<file path="src/rtl/core/tclc_pkg.sv">
package tclc_pkg;

   localparam int unsigned COUNT_W = 16;
   localparam int unsigned LUX_W = 19;
   localparam int unsigned COEF_W = 20;
   localparam int unsigned ROM_W = 16;
   localparam int unsigned PROD_W = 52;
   localparam int unsigned Q_POINT = 40;

   localparam int unsigned LUX_FRAC_BITS_DEF = 8;
   localparam int unsigned POWER_TABLE_DEPTH_DEF = 64;

   localparam logic [LUX_W-1:0] LUX_MAX = 19'd524287;
   localparam logic [LUX_W-1:0] THRESHOLD_RESET = 19'd12800;

   // Segment weights, unsigned Q24.
   localparam logic [COEF_W-1:0] K_A1 = 20'd510027;
   localparam logic [COEF_W-1:0] K_B1 = 20'd1040187;
   localparam logic [COEF_W-1:0] K_A2 = 20'd375810;
   localparam logic [COEF_W-1:0] K_B2 = 20'd520094;
   localparam logic [COEF_W-1:0] K_A3 = 20'd214748;
   localparam logic [COEF_W-1:0] K_B3 = 20'd256691;
   localparam logic [COEF_W-1:0] K_A4 = 20'd24495;
   localparam logic [COEF_W-1:0] K_B4 = 20'd18790;

   typedef struct packed {
      logic [COUNT_W-1:0] ch0;
      logic [COUNT_W-1:0] ch1;
      logic [COEF_W-1:0]  coef_a;
      logic [COEF_W-1:0]  coef_b;
      logic               seg1;
   } tclc_tag_type;

   // Given r in Q30, returns r^1.4 in Q16, with r^0.4 taken as the largest
   // Q12 value whose fifth power does not exceed r squared.
   function automatic logic [ROM_W-1:0] power_entry(input logic [63:0] r30);
      logic [63:0] s60;
      logic [63:0] z;
      logic [63:0] t;
      logic [63:0] p;
      logic [63:0] prod;
      s60 = r30 * r30;
      z = 64'd0;
      for (int b = 11; b >= 0; b--) begin
         t = z | (64'd1 << b);
         p = t * t * t * t * t;
         if (p <= s60) begin
            z = t;
         end
      end
      prod = (r30 * z) >> 26;
      return prod[ROM_W-1:0];
   endfunction

endpackage

</file>
<file path="src/rtl/core/two_channel_lux_calculator.sv">
// An accepted transaction passes the stage 1 register, the divider stages, the table
// read, multiply, clamp and result registers on its way to its rsp_valid strobe.
// Throughput: one transaction per cycle; busy stays low and the pipeline never stalls.
// The table index divider takes one pipeline stage per quotient bit.
// Reset clears all valid bits and sets threshold_ff to 12800.
// The receiver cannot stall: each result appears for exactly one cycle.
module two_channel_lux_calculator #(
   parameter int unsigned LUX_FRAC_BITS = tclc_pkg::LUX_FRAC_BITS_DEF,
   parameter int unsigned POWER_TABLE_DEPTH = tclc_pkg::POWER_TABLE_DEPTH_DEF
) (
   input  logic                           clock,
   input  logic                           reset,
   input  logic                           start,
   output logic                           busy,
   input  logic [tclc_pkg::COUNT_W-1:0]   req_broadband_count,
   input  logic [tclc_pkg::COUNT_W-1:0]   req_infrared_count,
   output logic                           rsp_valid,
   output logic [tclc_pkg::LUX_W-1:0]     rsp_lux_fixed,
   output logic                           rsp_is_light,
   input  logic                           csr_write_enable,
   input  logic [tclc_pkg::LUX_W-1:0]     csr_write_data
);

   import tclc_pkg::*;

   localparam int unsigned DEPTH = POWER_TABLE_DEPTH;
   localparam int unsigned IDX_W = $clog2(DEPTH);
   localparam int unsigned NUM_W = 18 + IDX_W;
   localparam int unsigned DEN_W = COUNT_W + 1;
   localparam int unsigned TAG_W = $bits(tclc_tag_type);
   localparam int unsigned SHIFT = Q_POINT - LUX_FRAC_BITS;
   localparam logic [IDX_W-1:0] IDX_MAX = IDX_W'(DEPTH - 1);
   localparam logic [NUM_W-1:0] NUM_SCALE = NUM_W'(4 * (DEPTH - 1));

   logic [ROM_W-1:0] power_rom [DEPTH];

   for (genvar k = 0; k < DEPTH; k++) begin : g_rom
      localparam logic [63:0] R30 = (64'(k) << 29) / 64'(DEPTH - 1);
      assign power_rom[k] = power_entry(R30);
   end

   logic [LUX_W-1:0] threshold_ff;

   always_ff @(posedge clock) begin
      if (reset) begin
         threshold_ff <= THRESHOLD_RESET;
      end else if (csr_write_enable) begin
         threshold_ff <= csr_write_data;
      end
   end

   assign busy = 1'b0;

   // Stage 1: segment choice by exact cross products, divider operands.
   logic             accept;
   logic [22:0]      ir_x100;
   logic [22:0]      bb_x61;
   logic [19:0]      ir_x5;
   logic [19:0]      bb_x4;
   logic [19:0]      ir_x10;
   logic [19:0]      bb_x13;
   tclc_tag_type     tag_in;
   logic [NUM_W-1:0] num_in;
   logic [DEN_W-1:0] den_in;

   logic             s1_valid_ff;
   tclc_tag_type     s1_tag_ff;
   logic [NUM_W-1:0] s1_num_ff;
   logic [DEN_W-1:0] s1_den_ff;

   assign accept = start && !busy;

   always_comb begin
      ir_x100 = 23'(req_infrared_count) * 23'd100;
      bb_x61 = 23'(req_broadband_count) * 23'd61;
      ir_x5 = 20'(req_infrared_count) * 20'd5;
      bb_x4 = 20'(req_broadband_count) * 20'd4;
      ir_x10 = 20'(req_infrared_count) * 20'd10;
      bb_x13 = 20'(req_broadband_count) * 20'd13;
      tag_in.ch0 = req_broadband_count;
      tag_in.ch1 = req_infrared_count;
      tag_in.coef_a = '0;
      tag_in.coef_b = '0;
      tag_in.seg1 = 1'b0;
      priority if (req_broadband_count == '0) begin
         tag_in.seg1 = 1'b0;
      end else if ({req_infrared_count, 1'b0} <= {1'b0, req_broadband_count}) begin
         tag_in.coef_a = K_A1;
         tag_in.coef_b = K_B1;
         tag_in.seg1 = 1'b1;
      end else if (ir_x100 <= bb_x61) begin
         tag_in.coef_a = K_A2;
         tag_in.coef_b = K_B2;
      end else if (ir_x5 <= bb_x4) begin
         tag_in.coef_a = K_A3;
         tag_in.coef_b = K_B3;
      end else if (ir_x10 <= bb_x13) begin
         tag_in.coef_a = K_A4;
         tag_in.coef_b = K_B4;
      end else begin
         tag_in.seg1 = 1'b0;
      end
      num_in = NUM_W'(req_infrared_count) * NUM_SCALE + NUM_W'(req_broadband_count);
      den_in = {req_broadband_count, 1'b0};
   end

   always_ff @(posedge clock) begin
      if (reset) begin
         s1_valid_ff <= 1'b0;
      end else begin
         s1_valid_ff <= accept;
      end
      s1_tag_ff <= tag_in;
      s1_num_ff <= num_in;
      s1_den_ff <= den_in;
   end

   // Rounded table index: (4(D-1)ch1 + ch0) / (2ch0).
   logic             div_valid;
   logic [IDX_W-1:0] div_quot;
   logic [TAG_W-1:0] div_tag_bits;
   tclc_tag_type     div_tag;

   tclc_index_div #(
      .QW(IDX_W),
      .NW(NUM_W),
      .DW(DEN_W),
      .TW(TAG_W)
   ) u_index_div (
      .clock        (clock),
      .reset        (reset),
      .in_valid     (s1_valid_ff),
      .in_dividend  (s1_num_ff),
      .in_divisor   (s1_den_ff),
      .in_tag       (s1_tag_ff),
      .out_valid    (div_valid),
      .out_quotient (div_quot),
      .out_tag      (div_tag_bits)
   );

   assign div_tag = tclc_tag_type'(div_tag_bits);

   // Table read.
   logic [IDX_W-1:0] idx_in;
   logic             rd_valid_ff;
   tclc_tag_type     rd_tag_ff;
   logic [ROM_W-1:0] rd_power_ff;

   assign idx_in = (div_quot > IDX_MAX) ? IDX_MAX : div_quot;

   always_ff @(posedge clock) begin
      if (reset) begin
         rd_valid_ff <= 1'b0;
      end else begin
         rd_valid_ff <= div_valid;
      end
      rd_tag_ff <= div_tag;
      rd_power_ff <= power_rom[idx_in];
   end

   // First multiply: positive term and the base of the negative term.
   logic [35:0]  pos_base_in;
   logic [31:0]  neg_base_in;
   logic         m1_valid_ff;
   logic [35:0]  m1_pos_ff;
   logic [31:0]  m1_neg_ff;
   logic [COEF_W-1:0] m1_coef_b_ff;

   always_comb begin
      pos_base_in = 36'(rd_tag_ff.coef_a) * 36'(rd_tag_ff.ch0);
      if (rd_tag_ff.seg1) begin
         neg_base_in = 32'(rd_tag_ff.ch0) * 32'(rd_power_ff);
      end else begin
         neg_base_in = {rd_tag_ff.ch1, 16'd0};
      end
   end

   always_ff @(posedge clock) begin
      if (reset) begin
         m1_valid_ff <= 1'b0;
      end else begin
         m1_valid_ff <= rd_valid_ff;
      end
      m1_pos_ff <= pos_base_in;
      m1_neg_ff <= neg_base_in;
      m1_coef_b_ff <= rd_tag_ff.coef_b;
   end

   // Second multiply: both terms in Q40.
   logic [PROD_W-1:0] neg_in;
   logic              m2_valid_ff;
   logic [PROD_W-1:0] m2_pos_ff;
   logic [PROD_W-1:0] m2_neg_ff;

   assign neg_in = PROD_W'(m1_coef_b_ff) * PROD_W'(m1_neg_ff);

   always_ff @(posedge clock) begin
      if (reset) begin
         m2_valid_ff <= 1'b0;
      end else begin
         m2_valid_ff <= m1_valid_ff;
      end
      m2_pos_ff <= {m1_pos_ff, 16'd0};
      m2_neg_ff <= neg_in;
   end

   // Difference, clamp at zero, scale and saturate.
   logic [PROD_W-1:0] diff_in;
   logic [PROD_W-1:0] scaled_in;
   logic [LUX_W-1:0]  lux_in;
   logic              lx_valid_ff;
   logic [LUX_W-1:0]  lx_lux_ff;

   always_comb begin
      diff_in = m2_pos_ff - m2_neg_ff;
      scaled_in = diff_in >> SHIFT;
      if (m2_pos_ff <= m2_neg_ff) begin
         lux_in = '0;
      end else if (scaled_in > PROD_W'(LUX_MAX)) begin
         lux_in = LUX_MAX;
      end else begin
         lux_in = scaled_in[LUX_W-1:0];
      end
   end

   always_ff @(posedge clock) begin
      if (reset) begin
         lx_valid_ff <= 1'b0;
      end else begin
         lx_valid_ff <= m2_valid_ff;
      end
      lx_lux_ff <= lux_in;
   end

   // Threshold compare and result registers.
   logic             out_valid_ff;
   logic [LUX_W-1:0] out_lux_ff;
   logic             out_light_ff;

   always_ff @(posedge clock) begin
      if (reset) begin
         out_valid_ff <= 1'b0;
      end else begin
         out_valid_ff <= lx_valid_ff;
      end
      out_lux_ff <= lx_lux_ff;
      out_light_ff <= (lx_lux_ff > threshold_ff);
   end

   assign rsp_valid = out_valid_ff;
   assign rsp_lux_fixed = out_lux_ff;
   assign rsp_is_light = out_light_ff;

endmodule

</file>
<file path="src/rtl/core/tclc_index_div.sv">
module tclc_index_div #(
   parameter int unsigned QW = 6,
   parameter int unsigned NW = 24,
   parameter int unsigned DW = 17,
   parameter int unsigned TW = 8
) (
   input  logic          clock,
   input  logic          reset,
   input  logic          in_valid,
   input  logic [NW-1:0] in_dividend,
   input  logic [DW-1:0] in_divisor,
   input  logic [TW-1:0] in_tag,
   output logic          out_valid,
   output logic [QW-1:0] out_quotient,
   output logic [TW-1:0] out_tag
);

   // One quotient bit per stage, most significant first.
   logic          valid_ff [QW];
   logic [NW-1:0] rem_ff   [QW];
   logic [QW-1:0] quot_ff  [QW];
   logic [DW-1:0] div_ff   [QW];
   logic [TW-1:0] tag_ff   [QW];

   for (genvar s = 0; s < QW; s++) begin : g_stage
      localparam int unsigned BIT = QW - 1 - s;
      logic          valid_prev;
      logic [NW-1:0] rem_prev;
      logic [QW-1:0] quot_prev;
      logic [DW-1:0] div_prev;
      logic [TW-1:0] tag_prev;
      logic [NW-1:0] div_shift;
      logic [NW-1:0] rem_in;
      logic [QW-1:0] quot_in;

      if (s == 0) begin : g_first
         assign valid_prev = in_valid;
         assign rem_prev = in_dividend;
         assign quot_prev = '0;
         assign div_prev = in_divisor;
         assign tag_prev = in_tag;
      end else begin : g_next
         assign valid_prev = valid_ff[s-1];
         assign rem_prev = rem_ff[s-1];
         assign quot_prev = quot_ff[s-1];
         assign div_prev = div_ff[s-1];
         assign tag_prev = tag_ff[s-1];
      end

      always_comb begin
         div_shift = NW'(div_prev) << BIT;
         if (rem_prev >= div_shift) begin
            rem_in = rem_prev - div_shift;
            quot_in = quot_prev | (QW'(1) << BIT);
         end else begin
            rem_in = rem_prev;
            quot_in = quot_prev;
         end
      end

      always_ff @(posedge clock) begin
         if (reset) begin
            valid_ff[s] <= 1'b0;
         end else begin
            valid_ff[s] <= valid_prev;
         end
         rem_ff[s] <= rem_in;
         quot_ff[s] <= quot_in;
         div_ff[s] <= div_prev;
         tag_ff[s] <= tag_prev;
      end
   end

   assign out_valid = valid_ff[QW-1];
   assign out_quotient = quot_ff[QW-1];
   assign out_tag = tag_ff[QW-1];

endmodule
</file>
<file path="config.mk">
export PLATFORM = sky130hd
export DESIGN_NAME = two_channel_lux_calculator
export DESIGN_NICKNAME = d
export VERILOG_FILES = /design/src/rtl/core/tclc_pkg.sv /design/src/rtl/core/two_channel_lux_calculator.sv /design/src/rtl/core/tclc_index_div.sv
export SDC_FILE = /design/constraint.sdc
export NUM_CORES = 2
export LEC_CHECK = 0
export BUFFER_PORTS_ARGS = -buffer_cell sky130_fd_sc_hd__buf_2
export CORE_UTILIZATION = 60
export DETAILED_ROUTE_END_ITERATION = 10
export PLACE_DENSITY = 0.85
export SLEW_MARGIN = 10
export SYNTH_ARGS = -nofsm -noshare
export SYNTH_HDL_FRONTEND = slang
export SYNTH_SLANG_ARGS = --single-unit
export TNS_END_PERCENT = 5
</file>
<file path="constraint.sdc">
create_clock -name clock -period 15 [get_ports clock]
set_clock_uncertainty 0.15 [all_clocks]
set_input_delay 0.75 -clock clock [delete_from_list [all_inputs] [get_ports clock]]
set_output_delay 0.75 -clock clock [all_outputs]
set_load 0.01 [all_outputs]
</file>
Word-level counts from Yosys, hierarchy flattened
Memories as Yosys holds them, arrays and structs flattened. A register that Yosys moved wholly into a read port is not among the register bits.
Cells that the tools add are included.
- output and inout port bits: 22
- bits in read-only memories: 1024
- bits in writable memories: 726
- bits of input ports: 55
- bits in registers: 336
- word-level logic and storage cells: 102
- memories kept: 6
- memory list (memory ; depth ; width ; rd ports ; clocked after memory_dff ; wr ports ; line ; RTL):
    (name not given) ; 64 ; 16 ; 1 ; 1 ; 0 ; two_channel_lux_calculator.sv:158 ; rd_power_ff <= power_rom[idx_in];
    u_index_div.tag_ff ; 6 ; 73 ; 6 ; 1 ; 6 ; tclc_index_div.sv:23 ; logic [TW-1:0] tag_ff [QW];
    u_index_div.rem_ff ; 6 ; 24 ; 5 ; 0 ; 6 ; tclc_index_div.sv:20 ; logic [NW-1:0] rem_ff [QW];
    u_index_div.div_ff ; 6 ; 17 ; 5 ; 0 ; 6 ; tclc_index_div.sv:22 ; logic [DW-1:0] div_ff [QW];
    u_index_div.quot_ff ; 6 ; 6 ; 6 ; 0 ; 6 ; tclc_index_div.sv:21 ; logic [QW-1:0] quot_ff [QW];
    u_index_div.valid_ff ; 6 ; 1 ; 6 ; 1 ; 6 ; tclc_index_div.sv:19 ; logic valid_ff [QW];
- $lt $le $gt $ge: 14
- add/sub/neg operators: 8
- bitwise gates (word level): 7
- reduce and logical (&&, ||, !) cells: 4
- muxes and demuxes: 28
- multiply operators: 9
- operators with widths (kind ; number):
    24-bit 2-to-1 mux ; 6
    52-bit <= comparator ; 1
    20-bit by 32-bit multiplier with 52-bit output ; 1
    52-bit subtractor ; 1
    16-bit by 6-bit multiplier with 22-bit output (second input constant) ; 2
    40-bit 2-to-1 mux ; 1
    39-bit 2-to-1 mux ; 1
    16-bit by 3-bit multiplier with 19-bit output (second input constant) ; 2
    38-bit 2-to-1 mux ; 1
    20-bit by 16-bit multiplier with 36-bit output ; 1
    35-bit 2-to-1 mux ; 1
    16-bit by 16-bit multiplier with 32-bit output ; 1
    32-bit 2-to-1 mux ; 1
    24-bit by 16-bit adder with 24-bit output ; 1
    24-bit by 17-bit >= comparator with 1-bit output ; 1
    24-bit by 18-bit >= comparator with 1-bit output ; 1
    24-bit by 19-bit >= comparator with 1-bit output ; 1
    24-bit by 20-bit >= comparator with 1-bit output ; 1
    24-bit by 21-bit >= comparator with 1-bit output ; 1
    24-bit by 22-bit >= comparator with 1-bit output ; 1
    24-bit by 17-bit subtractor with 24-bit output ; 1
    24-bit by 18-bit subtractor with 24-bit output ; 1
    24-bit by 19-bit subtractor with 24-bit output ; 1
    24-bit by 20-bit subtractor with 24-bit output ; 1
    24 further kinds ; 39

Longest topological paths before layout
- word-level depth: 6
- gate-level depth with buffers: 29
- mapped depth without buffers: 28

Cells and area by module
A second synthesis with hierarchy kept.
- cell total of the unflattened synthesis: 8242
- area, all modules: 80332.0 um^2
- by module, submodules not included (module ; instances ; area an instance (um^2) ; cells an instance ; sequential area each (um^2)):
    two_channel_lux_calculator ; 1 ; 60604.4 ; 6633 ; 7947.6
    tclc_index_div ; 1 ; 19727.7 ; 1609 ; 13412.9

Least setup slack after synthesis
OpenSTA, ideal clock, no wires.
- kind: reg-to-reg
- start: register m1_coef_b_ff[17]
- end: register m2_neg_ff[51]
- period minus slack after synthesis: 7372 ps
- data required time: 14787 ps
- buffers on the path: 2
- arrival: 7159 ps
- library setup time: 63 ps
- cell stages (with the launch flop): 28
- path slack: 7628 ps
- path through: dfxtp_1 > clkbuf_1 > clkbuf_1 > nand2_1 > inv_1 > fa_1 > fa_1 > inv_1 > fa_1 > inv_1 > fa_1 > fa_1 > fa_1 > inv_1 > fa_1 > inv_1 > ha_1 > and3_1 > and3_4 > a31o_1 > o31ai_2 > a31oi_1 > o211ai_2 > o211ai_2 > a221oi_4 > o21ai_2 > or4_1 > nand3_1
- word-level cells in the longest chain between the ends: 1
- ends and longest elaborated chain (element ; line ; RTL):
    start, declared ; two_channel_lux_calculator.sv:167 ; logic [COEF_W-1:0] m1_coef_b_ff;
    start signal, assigned ; two_channel_lux_calculator.sv:186 ; m1_coef_b_ff <= rd_tag_ff.coef_b;
    20-bit by 32-bit multiplier with 52-bit output ; two_channel_lux_calculator.sv:195 ; assign neg_in = PROD_W'(m1_coef_b_ff) * PROD_W'(m1_neg_ff);
    named net neg_in[51] ; two_channel_lux_calculator.sv:190 ; logic [PROD_W-1:0] neg_in;
    end signal, assigned ; two_channel_lux_calculator.sv:204 ; m2_neg_ff <= neg_in;
    end, declared ; two_channel_lux_calculator.sv:193 ; logic [PROD_W-1:0] m2_neg_ff;
The timed path passes the listed nets, and every way through them passes these cells.
A chain may end at the register's enable or synchronous reset.

Worst setup path after layout
- start: register m1_coef_b_ff[17]
- end: register m2_neg_ff[50]
Same word-level chain as after synthesis.

==> metrics <==
critical path fanouts, max 32; Post-Synthesis Cells 7411; post-CTS setup buffers 0; fin cells 9020; CTS resizes 0; Post-synth top flop dfxtp_1; HP Class input port to register; Congestion Overflow GR 0; H-tree levels 3; DP HPWL 144000 um; fin crit share 0.529; status complete, no violations; Worst path slowest cell fa_1; EDFF count, synth 0; post-synthesis sequential area ratio 0.218; initial antenna violation count 9; CTS Hold Buffers Added 0; clock tree buffer depth 3; Worst Hold Depth 1; flop2flop setup slack 7060 ps; CTS tree built; Worst Hold Launch req_broadband_count[1]; placed cells 8871; final wirelength 179000 um; clock sinks 780; TritonRoute pass-1 iters 8; worst r2r path cells 26; die area 121000 sq um; biggest cell delay along the critical path 600 ps; fmax 126 MHz; pins over their slew limit 0; first-pass GRT wire length 287000 um; asr flop ratio synth 0; arrival time at the worst endpoint 8360 ps; Synth warnings 0; Net Count, Synth 9361; reg-to-reg startpoint m1_coef_b_ff[17]; Final ANT Viol Nets 0; max_slew headroom 0.110; Num CTS Buffers 81; setup repair after global routing missed its margin false; placer congestion estimate 0.969; area leader, netlist fa_1; Worst Setup Start Kind register; Synth top area share 0.296; average cell area after synthesis 9.65 sq um; setup ws final 7060 ps; gr usage total 0.304; critical path class register to register; hold path endpoint s1_num_ff[1]; Wirelength per Cell 19.9 um; setup violators final 0; Initial DRC Count 3915; die height 347 um; Max-cap violations 0; core area 118000 sq um; Final min period 7940 ps; worst-margin pin slew 1330 ps; pin count of the biggest net entering global routing 61; FF+latch count, synth 780; final hold vios 0; worst skew pair latency 700 ps; CP Data Required Time 15420 ps; Syn-to-layout area delta 6.54%; Placement Setup Slack 7100 ps; Post-synth top cells inv_1, fa_1, ha_1; Synth area leaders fa_1, dfxtp_1, ha_1; cell mode on critical path fa_1; Cell Rows 126; Root Buffer clkbuf_16; die width 347 um; fraction of layout cells with a size suffix above 1 0.0432; distinct cell type count after synthesis 90; IO buf count 75; Reg-to-Reg End m2_neg_ff[50]; Starting Density 0.605; Mapped Area 71500 sq um; final-stage net count 9368; Clk pin slew, worst setup/hold paths 70 ps; post-DR vias/cell 5.63; crit end category register; DRC viols 0; most common cell in the netlist inv_1; via count 50700; number of global-route vias before repair 54500; TNS Setup 0 ps; I/O pin total 77
## worst max path at each step
stage / startpoint / end
after floorplan: m1_coef_b_ff[17] / m2_neg_ff[51]
after detailed placement: req_broadband_count[3] / s1_tag_ff[15]
after CTS: m1_coef_b_ff[17] / m2_neg_ff[50]
final: m1_coef_b_ff[17] / m2_neg_ff[50]
after global routing: m1_coef_b_ff[17] / m2_neg_ff[50]
after global placement: req_broadband_count[3] / s1_tag_ff[15]
## through the flow
stage	hold slack (ps)	cell area [sq um]	utilization
detailed placement	162	73300	0.621
CTS	95.7	76200	0.645
floorplan	160	71500	-
global placement	160	73300	0.621
global route	111	76200	0.645
finish	124	76200	0.645
## registers in the layout, summed over array words and instances (netlist names), 14 cells and up
| signal | count |
|---|---|
| m2_neg_ff | 52 |
| m1_pos_ff | 36 |
| s1_num_ff | 24 |
| u_index_div.div_ff | 43 |
| rsp_lux_fixed | 19 |
| s1_den_ff | 14 |
| u_index_div.quot_ff | 21 |
| u_index_div.rem_ff | 120 |
| rd_tag_ff | 47 |
| u_index_div.tag_ff | 229 |
| m2_pos_ff | 36 |
| lx_lux_ff | 19 |
| s1_tag_ff | 31 |
| threshold_ff | 19 |
| m1_neg_ff | 32 |
| rd_power_ff | 15 |
## layer usage
layer / global-route usage / vias to the layer above / share of wire
met2: 0.518 / 2195 / 0.48
met5: 0 / - / 0.00044
li1: - / 23200 / -
met1: 0.368 / 24800 / 0.38
met4: 0.137 / 12 / 0.050
met3: 0.0655 / 541 / 0.087
## layout by cell type, fill, tap and decap left out, types with 11 or more instances in the layout
cell type and instances:
clkbuf_1 15, or3_1 20, nor4_1 24, o211ai_1 23, nor3_1 59, o21bai_1 33, xnor2_1 195, o21a_1 66
and2_1 370, a211oi_1 21, mux2i_1 24, nand2_1 579, inv_1 1618, ha_1 839, a31oi_1 27, nor2_1 251
a21oi_1 305, buf_2 75, mux2_2 28, a31o_2 11, xor2_1 99, a21o_1 150, and3_1 30, dfxtp_1 778
clkbuf_16 81, nand4_1 39, nand3_1 63, buf_4 33, nor2b_1 65, o21ai_0 193, o31ai_1 14, clkbuf_8 19
nand2b_1 41, fa_1 1056, a21boi_0 14
## area by class of cell
cell class | count | area (sq um)
diodes | 2 | 5.00
inverters | 1618 | 6070
fillers | 8994 | 41900
multi-input cells | 4829 | 49100
clock inverters | 32 | 473
flip-flops and latches | 780 | 15600
well taps | 1536 | 1920
clock buffers | 115 | 2340
repair buffers | 108 | 623
## critical path, delay by kind of cell (launching register included)
family | cells | cell delay, ps
buffers and inverters | 7 | 810
adders and majority gates | 8 | 3930
and+or+nand+nor | 2 | 500
DFF | 1 | 310
AOI/OAI and AO/OA | 9 | 2120
## cells by family (layout without fill, tap and decap cells)
family	count (synthesis)	count (layout)	share of synthesized area
buffers and inverters	1802	1873	0.0950
DFF	780	780	0.218
xor gates and xnor gates	295	295	0.0362
adders and majority gates	1895	1895	0.443
and+or+nand+nor	1600	1600	0.110
muxes	53	53	0.00809
other	1	3	0.0000525
AOI/OAI and AO/OA	985	985	0.0895
Power is left out: the tool's default activity adds up to more than one toggle a clock period on the data nets, which glitch-free logic cannot reach.
